$ cat src/rtl/rrq_pkg.sv
`timescale 1ns / 1ps
package rrq_pkg;

  localparam int MAX_THREADS = 64;
  localparam int NUM_CPUS    = 4;
  localparam int TW          = $clog2(MAX_THREADS);
  localparam int QW          = $clog2(NUM_CPUS);
  localparam int CNTW        = $clog2(MAX_THREADS + 1);
  localparam logic [7:0] DEFAULT_SLICE = 8'd10;
  localparam logic [2:0] DEFAULT_CPUS  = 3'd4;

  localparam logic [2:0] CMD_ENQUEUE = 3'd0;
  localparam logic [2:0] CMD_DEQUEUE = 3'd1;
  localparam logic [2:0] CMD_PICK    = 3'd2;
  localparam logic [2:0] CMD_TICK    = 3'd3;
  localparam logic [2:0] CMD_SELECT  = 3'd4;

  localparam logic REG_TIMESLICE = 1'b0;
  localparam logic REG_CPUS      = 1'b1;

  typedef struct packed {
    logic [2:0]    cmd;
    logic [TW-1:0] thread_num;
    logic          thread_present;
    logic [QW-1:0] cpu_index;
    logic          cpu_known;
    logic [3:0]    affinity_mask;
  } in_item_t;

  typedef struct packed {
    logic          head_valid;
    logic [TW-1:0] head_thread;
    logic          reschedule;
    logic          removed;
    logic [QW-1:0] chosen_cpu;
  } result_t;

  // Update request to one queue cell.
  typedef struct packed {
    logic          set_head;
    logic [TW-1:0] head_val;
    logic          set_tail;
    logic [TW-1:0] tail_val;
    logic          inc;
    logic          dec;
  } cell_upd_t;

  typedef struct packed {
    logic [TW-1:0]   head;
    logic [TW-1:0]   tail;
    logic [CNTW-1:0] count;
  } cell_stat_t;

  // Best-so-far token handed from cell to cell during CPU selection.
  typedef struct packed {
    logic            found;
    logic [QW-1:0]   best;
    logic [CNTW-1:0] load;
  } sel_tok_t;

endpackage

$ cat src/rtl/rrq_cpu_cell.sv
`timescale 1ns / 1ps
module rrq_cpu_cell (
  input  logic              clk,
  input  logic              rst,
  input  logic [rrq_pkg::QW-1:0] idx,
  input  logic              allowed,
  input  rrq_pkg::cell_upd_t  upd,
  input  rrq_pkg::sel_tok_t   tok_in,
  output rrq_pkg::sel_tok_t   tok_out,
  output rrq_pkg::cell_stat_t stat
);
  import rrq_pkg::*;

  logic [TW-1:0]   head;
  logic [TW-1:0]   tail;
  logic [CNTW-1:0] count;

  always_ff @(posedge clk) begin
    if (upd.set_head) head <= upd.head_val;
    if (upd.set_tail) tail <= upd.tail_val;
  end

  always_ff @(posedge clk) begin
    if (rst) begin
      count <= '0;
    end else if (upd.inc) begin
      count <= count + CNTW'(1);
    end else if (upd.dec) begin
      count <= count - CNTW'(1);
    end
  end

  // The token is replaced when this queue is allowed and either no queue has been found yet or it is strictly lighter.
  always_comb begin
    tok_out = tok_in;
    if (allowed && (!tok_in.found || count < tok_in.load)) begin
      tok_out.found = 1'b1;
      tok_out.best  = idx;
      tok_out.load  = count;
    end
  end

  assign stat = '{head: head, tail: tail, count: count};
endmodule

$ cat src/rtl/rrq_ctrl.sv
`timescale 1ns / 1ps
module rrq_ctrl (
  input  logic                     clk,
  input  logic                     rst,
  input  logic                     start,
  input  rrq_pkg::in_item_t        in_item,
  input  logic [7:0]               slice_ticks,
  input  rrq_pkg::cell_stat_t      stat,
  input  logic [rrq_pkg::QW-1:0]   sel_cpu,
  output logic [rrq_pkg::QW-1:0]   q_sel,
  output rrq_pkg::cell_upd_t       upd,
  output logic                     busy,
  output logic                     done,
  output rrq_pkg::result_t         result
);
  import rrq_pkg::*;

  typedef enum logic [9:0] {
    S_IDLE     = 10'b0000000001,
    S_ENQ_LINK = 10'b0000000010,
    S_DQ_RD    = 10'b0000000100,
    S_DQ_CHK   = 10'b0000001000,
    S_DQ_CLR   = 10'b0000010000,
    S_PK_RD    = 10'b0000100000,
    S_PK_CHK   = 10'b0001000000,
    S_PK_TAIL  = 10'b0010000000,
    S_TK_RD    = 10'b0100000000,
    S_TK_CHK   = 10'b1000000000
  } state_t;

  state_t          state, state_next;
  logic [QW-1:0]   q, q_next;
  logic [TW-1:0]   t, t_next;
  logic [TW-1:0]   cur, cur_next;
  logic [TW-1:0]   prev, prev_next;
  logic [CNTW-1:0] i, i_next;
  logic            fin;
  result_t         res_next;

  logic [TW-1:0] link_mem [MAX_THREADS];
  logic [7:0]    slice_mem [MAX_THREADS];
  logic [MAX_THREADS-1:0] slice_vld;
  logic          link_we, slice_we;
  logic [TW-1:0] link_waddr, link_wdata, link_raddr, link_rdata;
  logic [TW-1:0] slice_waddr, slice_raddr;
  logic [7:0]    slice_wdata, slice_rraw, slice_rdata;
  logic          slice_rvld;

  always_ff @(posedge clk) begin
    if (link_we) link_mem[link_waddr] <= link_wdata;
    link_rdata <= link_mem[link_raddr];
  end

  always_ff @(posedge clk) begin
    if (slice_we) slice_mem[slice_waddr] <= slice_wdata;
    slice_rraw <= slice_mem[slice_raddr];
    slice_rvld <= slice_vld[slice_raddr];
  end

  // A slice never written since reset reads as zero.
  always_ff @(posedge clk) begin
    if (rst) begin
      slice_vld <= '0;
    end else if (slice_we) begin
      slice_vld[slice_waddr] <= 1'b1;
    end
  end

  assign slice_rdata = slice_rvld ? slice_rraw : 8'd0;

  always_comb begin
    q_sel = q;
    if (state == S_IDLE) begin
      q_sel = (in_item.cmd == CMD_DEQUEUE && !in_item.cpu_known) ? '0 : in_item.cpu_index;
    end
  end

  always_comb begin
    state_next  = state;
    q_next      = q;
    t_next      = t;
    cur_next    = cur;
    prev_next   = prev;
    i_next      = i;
    fin         = 1'b0;
    res_next    = '0;
    upd         = '0;
    link_we     = 1'b0;
    link_waddr  = '0;
    link_wdata  = '0;
    link_raddr  = cur;
    slice_we    = 1'b0;
    slice_waddr = '0;
    slice_wdata = slice_ticks;
    slice_raddr = cur;
    case (state)
      S_IDLE: begin
        if (start) begin
          q_next = q_sel;
          t_next = in_item.thread_num;
          case (in_item.cmd)
            CMD_ENQUEUE: begin
              if (stat.count == CNTW'(MAX_THREADS)) begin
                fin = 1'b1;
              end else begin
                link_we      = 1'b1;
                link_waddr   = in_item.thread_num;
                slice_we     = 1'b1;
                slice_waddr  = in_item.thread_num;
                upd.set_tail = 1'b1;
                upd.tail_val = in_item.thread_num;
                upd.inc      = 1'b1;
                if (stat.count == '0) begin
                  upd.set_head = 1'b1;
                  upd.head_val = in_item.thread_num;
                  fin          = 1'b1;
                end else begin
                  prev_next  = stat.tail;
                  state_next = S_ENQ_LINK;
                end
              end
            end
            CMD_DEQUEUE: begin
              if (stat.count == '0) begin
                fin = 1'b1;
              end else begin
                cur_next   = stat.head;
                i_next     = '0;
                state_next = S_DQ_RD;
              end
            end
            CMD_PICK: begin
              if (stat.count == '0) begin
                fin = 1'b1;
              end else begin
                cur_next   = stat.head;
                state_next = S_PK_RD;
              end
            end
            CMD_TICK: begin
              if (!in_item.thread_present) begin
                fin = 1'b1;
              end else begin
                state_next = S_TK_RD;
              end
            end
            CMD_SELECT: begin
              fin                 = 1'b1;
              res_next.chosen_cpu = sel_cpu;
            end
            default: begin
              fin = 1'b1;
            end
          endcase
        end
      end
      S_ENQ_LINK: begin
        link_we    = 1'b1;
        link_waddr = prev;
        link_wdata = t;
        fin        = 1'b1;
      end
      S_DQ_RD: begin
        link_raddr = cur;
        state_next = S_DQ_CHK;
      end
      S_DQ_CHK: begin
        if (cur == t) begin
          if (i == '0) begin
            upd.set_head = 1'b1;
            upd.head_val = link_rdata;
          end else begin
            link_we    = 1'b1;
            link_waddr = prev;
            link_wdata = link_rdata;
          end
          if (stat.tail == cur && i != '0) begin
            upd.set_tail = 1'b1;
            upd.tail_val = prev;
          end
          upd.dec    = 1'b1;
          state_next = S_DQ_CLR;
        end else begin
          prev_next = cur;
          cur_next  = link_rdata;
          i_next    = i + CNTW'(1);
          if (i + CNTW'(1) == stat.count) begin
            fin = 1'b1;
          end else begin
            state_next = S_DQ_RD;
          end
        end
      end
      S_DQ_CLR: begin
        link_we          = 1'b1;
        link_waddr       = t;
        fin              = 1'b1;
        res_next.removed = 1'b1;
      end
      S_PK_RD: begin
        link_raddr  = cur;
        slice_raddr = cur;
        state_next  = S_PK_CHK;
      end
      S_PK_CHK: begin
        res_next.head_valid  = 1'b1;
        res_next.head_thread = cur;
        if (slice_rdata == 8'd0) begin
          slice_we    = 1'b1;
          slice_waddr = cur;
          if (stat.count > CNTW'(1)) begin
            upd.set_head = 1'b1;
            upd.head_val = link_rdata;
            link_we      = 1'b1;
            link_waddr   = cur;
            prev_next    = stat.tail;
            cur_next     = link_rdata;
            t_next       = cur;
            state_next   = S_PK_TAIL;
          end else begin
            fin = 1'b1;
          end
        end else begin
          fin = 1'b1;
        end
      end
      S_PK_TAIL: begin
        // cur now holds the new head and t the rotated thread.
        link_we              = 1'b1;
        link_waddr           = prev;
        link_wdata           = t;
        upd.set_tail         = 1'b1;
        upd.tail_val         = t;
        fin                  = 1'b1;
        res_next.head_valid  = 1'b1;
        res_next.head_thread = cur;
      end
      S_TK_RD: begin
        slice_raddr = t;
        state_next  = S_TK_CHK;
      end
      S_TK_CHK: begin
        fin = 1'b1;
        if (slice_rdata != 8'd0) begin
          slice_we            = 1'b1;
          slice_waddr         = t;
          slice_wdata         = slice_rdata - 8'd1;
          res_next.reschedule = (slice_rdata == 8'd1);
        end
      end
      default: begin
        state_next = S_IDLE;
      end
    endcase
    if (fin) state_next = S_IDLE;
  end

  always_ff @(posedge clk) begin
    if (rst) begin
      state <= S_IDLE;
      done  <= 1'b0;
    end else begin
      state <= state_next;
      done  <= fin;
    end
  end

  always_ff @(posedge clk) begin
    q    <= q_next;
    t    <= t_next;
    cur  <= cur_next;
    prev <= prev_next;
    i    <= i_next;
    if (fin) result <= res_next;
  end

  assign busy = (state != S_IDLE);
endmodule

$ cat src/rtl/round_robin_run_queue_unit.sv
`timescale 1ns / 1ps
// Round-robin run queue unit. A command transfer is taken when start is high
// and busy is low; its single result appears on result with done high for
// exactly one cycle, and the receiver cannot stall it. Select, unknown
// commands, a tick with no current thread and commands on an empty queue
// finish straight from idle; an enqueue into a partly filled queue adds a link
// write, a tick on a present thread reads and then updates its slice, and a
// head pick reads and checks the head, with a tail step when an expired head
// rotates to the tail. A dequeue walks its queue with a read state and a check
// state per entry visited, plus a clearing step when the thread is found. This
// stepping is set by the registered read of the next-link and slice memories.
// Slices read as zero after reset through per-thread valid bits, so no
// clearing pass is needed. A row of four queue cells holds head, tail and
// count per CPU and passes a best-so-far token for the least-loaded choice.
module round_robin_run_queue_unit (
  input  logic              clk,
  input  logic              rst,
  input  logic              start,
  input  rrq_pkg::in_item_t in_item,
  output logic              busy,
  output logic              done,
  output rrq_pkg::result_t  result,
  input  logic              psel,
  input  logic              penable,
  input  logic              pwrite,
  input  logic [2:0]        paddr,
  input  logic [31:0]       pwdata,
  output logic [31:0]       prdata,
  output logic              pready
);
  import rrq_pkg::*;

  logic [7:0] timeslice_ticks;
  logic [2:0] cpus_online;

  // A write transfer completes on the access cycle; pready is tied high.
  always_ff @(posedge clk) begin
    if (rst) begin
      timeslice_ticks <= DEFAULT_SLICE;
      cpus_online     <= DEFAULT_CPUS;
    end else if (psel && penable && pwrite) begin
      case (paddr[2])
        REG_TIMESLICE: timeslice_ticks <= pwdata[7:0];
        REG_CPUS:      cpus_online     <= pwdata[2:0];
        default:       ;
      endcase
    end
  end

  assign pready = 1'b1;
  assign prdata = (paddr[2] == REG_CPUS) ? {29'd0, cpus_online} : {24'd0, timeslice_ticks};

  logic [QW-1:0] q_sel;
  cell_upd_t     upd;
  cell_stat_t    stats [NUM_CPUS];
  sel_tok_t      toks  [NUM_CPUS+1];

  assign toks[0] = '0;

  // Each cell sees only the update aimed at its own queue.
  for (genvar c = 0; c < NUM_CPUS; c++) begin : g_cell
    rrq_cpu_cell u_cell (
      .clk     (clk),
      .rst     (rst),
      .idx     (QW'(c)),
      .allowed (in_item.affinity_mask[c] && (cpus_online > 3'(c))),
      .upd     ((q_sel == QW'(c)) ? upd : cell_upd_t'('0)),
      .tok_in  (toks[c]),
      .tok_out (toks[c+1]),
      .stat    (stats[c])
    );
  end

  rrq_ctrl u_ctrl (
    .clk         (clk),
    .rst         (rst),
    .start       (start),
    .in_item     (in_item),
    .slice_ticks (timeslice_ticks),
    .stat        (stats[q_sel]),
    .sel_cpu     (toks[NUM_CPUS].best),
    .q_sel       (q_sel),
    .upd         (upd),
    .busy        (busy),
    .done        (done),
    .result      (result)
  );
endmodule

$ cat config.mk
export PLATFORM = sky130hd
export DESIGN_NAME = round_robin_run_queue_unit
export DESIGN_NICKNAME = d
export VERILOG_FILES = /design/src/rtl/rrq_pkg.sv /design/src/rtl/rrq_cpu_cell.sv /design/src/rtl/rrq_ctrl.sv /design/src/rtl/round_robin_run_queue_unit.sv
export SDC_FILE = /design/constraint.sdc
export NUM_CORES = 2
export LEC_CHECK = 0
export BUFFER_PORTS_ARGS = -buffer_cell sky130_fd_sc_hd__buf_2
export CAP_MARGIN = 40
export CORE_MARGIN = 1
export CORE_UTILIZATION = 30
export CTS_CLUSTER_SIZE = 30
export DETAILED_ROUTE_END_ITERATION = 12
export PLACE_DENSITY_LB_ADDON = 0.1
export REMOVE_ABC_BUFFERS = 1
export SYNTH_ARGS = -nofsm -noshare
export SYNTH_HDL_FRONTEND = slang
export SYNTH_SLANG_ARGS = --single-unit
$ cat constraint.sdc
create_clock -name clk -period 8.6 [get_ports clk]
set_input_delay 1.29 -clock clk [delete_from_list [all_inputs] [get_ports clk]]
set_output_delay 1.29 -clock clk [all_outputs]
set_load 0.1 [all_outputs]
Word-level counts from Yosys, hierarchy flattened
Memories as Yosys holds them, arrays and structs flattened. A register that Yosys moved wholly into a read port is not among the register bits.
Index checks and enable logic that the tools add are counted.
{"block": "word_totals", "reg_bits": 201, "ram_bits": 896, "inputBits": 58, "out_inout_bits": 46, "wordCells": 265, "mem_count": 2}
{"name": "u_ctrl.slice_mem", "words": 64, "width": 8, "rd": 1, "rd_clocked_by_memory_dff": 1, "wr": 1, "line": "rrq_ctrl.sv:41", "source": "logic [7:0] slice_mem [MAX_THREADS];"}
{"name": "u_ctrl.link_mem", "words": 64, "width": 6, "rd": 1, "rd_clocked_by_memory_dff": 1, "wr": 1, "line": "rrq_ctrl.sv:40", "source": "logic [TW-1:0] link_mem [MAX_THREADS];"}
{"block": "classes", "n_addsub": 10, "magnitude_cmp": 12, "eq_ne": 39, "mux": 121, "bitwise": 4, "reduce_logical": 49}
{"cell": "$mux W6", "n": 28}
{"cell": "$mux W10", "n": 13}
{"cell": "$mux W7", "n": 18}
{"cell": "$pmux W10 S7", "n": 1}
{"cell": "$mux W16", "n": 4}
{"cell": "$or A64 B64 Y64", "n": 1}
{"cell": "$pmux W6 S3", "n": 3}
{"cell": "$mux W15", "n": 3}
{"cell": "$pmux W7 S3", "n": 2}
{"cell": "$pmux W10 S4", "n": 1}
{"cell": "$bmux W19 S2", "n": 1}
{"cell": "$mux W19", "n": 2}
{"cell": "$add A7 B1 Y7 const B", "n": 5}
{"cell": "$mux W8", "n": 4}
{"cell": "$pmux W6 S5", "n": 1}
{"cell": "$sub A7 B1 Y7 const B", "n": 4}
{"cell": "$mux W1", "n": 27}
{"cell": "$pmux W6 S2", "n": 2}
{"cell": "$lt A7 B7 Y1", "n": 3}
{"cell": "$ne A3 B3 Y1 const B", "n": 5}
{"cell": "$logic_not A7 Y1", "n": 2}
{"cell": "$lt A6 B7 Y1 const B", "n": 2}
{"cell": "$mux W14", "n": 1}
{"cell": "$ne A2 B2 Y1 const B", "n": 7}
{"cell": "other kinds (58)", "n": 95}

Logic depth before layout (Yosys ltp)
{"block": "logic_depth", "word_depth": 18, "ltp_mapped": 25, "mapped_depth_nobuf": 22}

Modules after synthesis
A second synthesis with hierarchy kept.
{"block": "unflattened", "cells_unflattened": 3218, "hier_area_um2": 47789.6}
{"mod": "rrq_ctrl", "n_inst": 1, "cells_each": 2628, "area_each_um2": 41447.3}
{"mod": "rrq_cpu_cell", "n_inst": 4, "cells_each": 101, "area_each_um2": 1162.4}
{"mod": "round_robin_run_queue_unit", "n_inst": 1, "cells_each": 186, "area_each_um2": 1692.9}

Worst setup path before layout
Ideal clock, no wire load.
{"block": "synth_timing", "kind": "input to register", "from": "input in_item[0] in the netlist's numbering", "to": "register, netlist name u_ctrl.result[0]", "arrival_ps": 6359, "slack_ps": 2108, "cell_stages": 24, "path_cell_list": "o31a_1 > clkbuf_1 > nand2_1 > ha_1 > a21o_1 > a21o_1 > a221o_1 > a21oi_1 > clkbuf_1 > a21oi_1 > ha_1 > a21o_1 > a21o_1 > a21oi_1 > o221a_2 > clkbuf_1 > mux2_2 > ha_1 > a21o_1 > a21o_1 > a211oi_1 > o211ai_1 > a211oi_1 > o2111a_1"}
{"block": "synth_between", "elab_chain_cells": 14}
{"item": "start, declared", "line": "round_robin_run_queue_unit.sv:19", "source": "input rrq_pkg::in_item_t in_item,"}
{"item": "$logic_and A1 B1 Y1 *", "line": "round_robin_run_queue_unit.sv:66", "source": ".allowed (in_item.affinity_mask[c] && (cpus_online > 3'(c))),"}
{"item": "$mux W10 *", "line": "rrq_cpu_cell.sv:36", "source": "if (allowed && (!tok_in.found || count < tok_in.load)) begin"}
{"item": "$lt A7 B7 Y1 or $logic_not A1 Y1 (tied branches)", "line": "rrq_cpu_cell.sv:36"}
{"item": "$logic_or A1 B1 Y1", "line": "rrq_cpu_cell.sv:36"}
{"item": "$logic_and A1 B1 Y1", "line": "rrq_cpu_cell.sv:36"}
{"item": "$mux W10 *", "line": "rrq_cpu_cell.sv:36"}
{"item": "$lt A7 B7 Y1 or $logic_not A1 Y1 (tied branches)", "line": "rrq_cpu_cell.sv:36"}
{"item": "$logic_or A1 B1 Y1", "line": "rrq_cpu_cell.sv:36"}
{"item": "$logic_and A1 B1 Y1", "line": "rrq_cpu_cell.sv:36"}
{"item": "$mux W10 *", "line": "rrq_cpu_cell.sv:36"}
{"item": "$lt A7 B7 Y1 or $logic_not A1 Y1 (tied branches)", "line": "rrq_cpu_cell.sv:36"}
{"item": "$logic_or A1 B1 Y1", "line": "rrq_cpu_cell.sv:36"}
{"item": "$logic_and A1 B1 Y1", "line": "rrq_cpu_cell.sv:36"}
{"item": "$mux W9 *", "line": "rrq_cpu_cell.sv:36"}
Every way passes the cells marked *; elsewhere a longest branch is shown, timed or not.
A chain may end at the register's enable or synchronous reset.

Worst setup path after layout
{"block": "layout_timing", "from": "register u_ctrl.state[2]", "to": "memory u_ctrl.link_mem[44][4] in the netlist's numbering (enable)"}
{"block": "layout_between", "elab_chain_cells": 13}
{"item": "start, declared", "line": "rrq_ctrl.sv:31", "source": "state_t state, state_next;"}
{"item": "start signal, assigned", "line": "rrq_ctrl.sv:263", "source": "state <= state_next;"}
{"item": "parallel branches: the longest is 13 deep, another holds $gt A7 B1 Y1"}
{"item": "end, declared", "line": "rrq_ctrl.sv:40"}
Several ways; the timed one is not identified. The select of a mux whose other input is x is not followed.

==> flow_summary_export.csv <==
group,metric,value,unit
worst_hold_path,hp-start,"u_ctrl.slice_vld[25]$_SDFFE_PP0P_",
logic_synthesis,synth_seq_cells,1111,
logic_synthesis,async_flop_share,0,%
worst_setup_path,cp.arrival,6.81,ns
worst_setup_path,worstSetupEndpointType,"register",
sta,relSlewSlack,37.0,%
clock_network,clk-insertion-delay-late,0.76,ns
grt,grt_max_degree,110,
clock_network,numCtsBuffers,120,
clock_network,cts_buffer_depth,3,
placed_design,dpl_worst_slack,1.49,ns
pwr,seq_power_share,48.5,%
floorplanning,rows,145,
cells_and_area,final_layout_size_suffix_gt1_share,20.5,%
pwr,power_density,226,mW/mm²
logic_synthesis,syn_area,0.0474,mm²
pwr,p_leak,18.0,nW
clock_network,ctsResizeCount,0,
placed_design,dp.cells,5002,
worst_setup_path,critPathBufInv,2,
logic_synthesis,yosys.area.top_type,"edfxtp_1",
detailed_routing,post-route-drc-count,0,
sta,fmaxAchievable,155,MHz
detailed_routing,postRouteAntennaNets,0,
sta,final_hold_viol_count,0,
logic_synthesis,yosys-top-cells-area,"edfxtp_1 62%, mux4_2 13%, dfxtp_1 5.5%",
cells_and_area,final_cells,5233,
clock_network,cts.sinks,1111,
worst_setup_path,reg2reg_from,"u_ctrl.state[2]$_SDFFE_PP0P_",
worst_hold_path,holdPathEnd,"u_ctrl.slice_vld[25]$_SDFFE_PP0P_",
sta,tightest_slew,0.942,ns
logic_synthesis,avgSynthCellArea,15.9,µm²
grt,grt_overflow,0,
worst_setup_path,r2r_setup_slack,2.14,ns
logic_synthesis,ys.warnings.count,0,
grt,grt_first_pass_wirelength,192000,µm
floorplanning,ios,104,
logic_synthesis,ys.flop_type,"edfxtp_1",
sta,drv_slew,0,
floorplanning,die_w,399,µm
worst_setup_path,max_stage_delay,0.82,ns
sta,period_share,75.1,%
grt,track_usage,16.4,%
worst_hold_path,whs_path_depth,2,
worst_setup_path,path_max_fanout,39,
logic_synthesis,ys_seq_area_share,67.7,%
detailed_routing,viasPerCell,5.04,
clock_network,clkTransAtPathRegs,0.06,ns
flow_run,maxCapViolations,0,
clock_network,cts_setup_buffers,0,
worst_setup_path,worstSetupPathType,"reg2reg",
floorplanning,dieArea,0.160,mm²
pwr,p_sw_share,24.6,%
worst_setup_path,required,8.95,ns
sta,rsz0062_at_grt,"false",
logic_synthesis,synth_edf_count,982,
floorplanning,dieHeight,399,µm
cells_and_area,nets,3172,
pwr,intPower,9.22,mW
sta,finalSetupViolCount,0,
floorplanning,design.core.area,0.157,mm²
status,status,"finished clean",
clock_network,cts.hold.buffers_added,0,
sta,fin_setup_tns,0,ns
sta,worst_clock_skew,0.0529,ns
worst_setup_path,cp_top_family,"simple AND/OR/NAND/NOR gates",
worst_setup_path,cp_slowest_cell,"nand3_1",
worst_hold_path,min_path_type,"reg2reg",
worst_setup_path,start_kind,"register",
sta,setup_ws,2.14,ns
grt,grt_antenna_before_repair,6,
pwr,power.switching,3.01,mW
clock_network,htreeDepth,3,
pwr,ir_drop,0.000183,V
logic_synthesis,synthCells,2983,
detailed_routing,finalWirelength,131000,µm
sta,fin_hold_ws,0.453,ns
pwr,p_comb_share,9.6,%
clock_network,clock-root-buffer,"clkbuf_16",
logic_synthesis,yosysTopAreaCellShare,62.2,%
detailed_routing,wl_per_cell,25.0,µm
cells_and_area,area_delta_synth_final,14.5,%
sta,fin_crit,6.46,ns
worst_setup_path,r2r-end,"u_ctrl.link_mem[44][4]$_DFFE_PP_",
detailed_routing,via_count,26400,
cells_and_area,nFillCells,15000,
placed_design,place.gp.congestion,0.801,
pwr,clock_power_share,41.8,%
grt,grt_pass1_vias,27700,
logic_synthesis,yosys.cell_types.count,86,
floorplanning,initial_core_util,30.3,%
worst_setup_path,path_cells,"nor4_4 > and4_1 > buf_4 > inv_2 > mux2_4 > o2111a_1 > or4_1 > o31a_1 > a221oi_2 > nand3_1 > nor2_1",
placed_design,dpl.hpwl,82600,µm
detailed_routing,first_pass_iters,5,
detailed_routing,drtIter0Drc,1779,
worst_setup_path,reg2reg_depth,11,
placed_design,portBuffers,52,
clock_network,cts_tree,"built",
-- through the flow --
step                      total power [mW]  instance area, µm²  utilization (%)
after global routing                  12.6               54200             34.6
after global placement                7.23               50100             32.0
after CTS                             12.4               54200             34.6
final                                 12.2               54200             34.6
after floorplan                       6.90               46600                -
after detailed placement              7.25               50300             32.1
-- area by class of cell --
class,instances,area (µm²),share of cell area (%)
flip-flops and latches,1111,32100,59.1
multi-input cells,1594,14300,26.3
clock buffers,153,3190,5.88
well taps,2058,2570,4.75
repair buffers,143,1040,1.91
clock inverters,73,722,1.33
inverters,98,368,0.678
diodes,3,7.51,0.0138
-- worst min-delay path, stage by stage (launching register included) --
cell and delay [ns]:
dfxtp_1 0.31, inv_1 0.05, a21oi_1 0.05
-- state kept, by name (all words and copies together), names as in the netlist, 2 cells and up --
signal               cells
u_ctrl.i                 7
u_ctrl.state            10
u_ctrl.link_rdata        6
u_ctrl.slice_rraw        8
u_ctrl.prev              6
u_ctrl.slice_vld        64
u_ctrl.t                 6
cpus_online              3
g_cell.u_cell.head      24
u_ctrl.link_mem        384
g_cell.u_cell.count     28
u_ctrl.slice_mem       512
u_ctrl.q                 2
u_ctrl.cur               6
g_cell.u_cell.tail      24
u_ctrl.result           11
timeslice_ticks          8
-- logic make-up (layout without fill, tap and decap cells) --
kind of cell,after synthesis,in the layout,synth area share (%)
compound gates,388,388,5.67
other cells,2,28,0.0158
xor+xnor,47,47,0.869
mux,347,347,14.6
buf+inv,301,467,2.66
fa+ha+maj,47,47,1.30
simple gates,740,740,7.25
flops,1111,1111,67.7
-- layout by cell type (no fill, tap or decap), types with 16 or more instances in the layout --
cell type,n
a211oi_1,31
dfxtp_1,129
nand3_1,67
nor2_1,288
inv_1,94
clkinv_2,21
clkbuf_16,122
nand2b_1,16
o22ai_1,55
xor2_1,18
nand2_1,199
a21o_1,24
edfxtp_1,982
mux2_2,18
or3_1,26
buf_2,52
mux4_2,271
mux2i_1,52
clkbuf_1,29
a21oi_1,65
buf_4,83
ha_1,42
and2_1,21
a31oi_1,22
conb_1,25
xnor2_1,29
clkinv_1,28
nand4b_1,19
nor3_1,24
o21ai_0,49
-- Yosys cell counts, types with 26 or more instances --
cell,n
a21o_1,26
inv_1,94
dfxtp_1,129
buf_4,27
buf_1,40
edfxtp_1,982
o22ai_1,55
xnor2_1,29
nand3_1,67
ha_1,42
mux2i_1,56
o21ai_0,51
nor2_1,288
a21oi_1,65
clkbuf_1,119
or3_1,26
a211oi_1,31
mux4_2,271
nand2_1,199
-- per-layer routing --
metal  routed length (µm)  track usage [%]
met2                62300             26.6
met1                59700             22.9
met4                 3300             4.53
met3                 5460             2.49
met5                    0                0
-- worst max path at each step --
stage                                             from  cells past startpoint                               end  slack, ns
final                     u_ctrl.state[2]$_SDFFE_PP0P_                     11  u_ctrl.link_mem[44][4]$_DFFE_PP_       2.14
after CTS                 u_ctrl.state[2]$_SDFFE_PP0P_                     11   u_ctrl.link_mem[4][5]$_DFFE_PP_       2.15
after detailed placement                   in_item[15]                     12  u_ctrl.link_mem[28][1]$_DFFE_PP_       1.49
after global routing      u_ctrl.state[4]$_SDFFE_PP0P_                     11   u_ctrl.link_mem[4][1]$_DFFE_PP_       1.76
after global placement                      in_item[0]                     24    u_ctrl.result[0]$_SDFFCE_PN0P_       1.54
after floorplan                u_ctrl.cur[0]$_DFFE_PP_                      6      u_ctrl.slice_rraw[0]$_DFF_P_     -14.18
-- power by group through the flow --
| stage | Clock, mW | Sequential [mW] | Combinational (mW) |
|---|---|---|---|
| after detailed placement | 0 | 6.05 | 1.20 |
| after CTS | 5.26 | 5.94 | 1.20 |
| final | 5.12 | 5.94 | 1.18 |
| after global placement | 0 | 6.05 | 1.18 |
| after floorplan | 0 | 6.09 | 0.812 |
| after global routing | 5.43 | 5.94 | 1.27 |
Note: power is estimated with default switching activity, not from simulation.
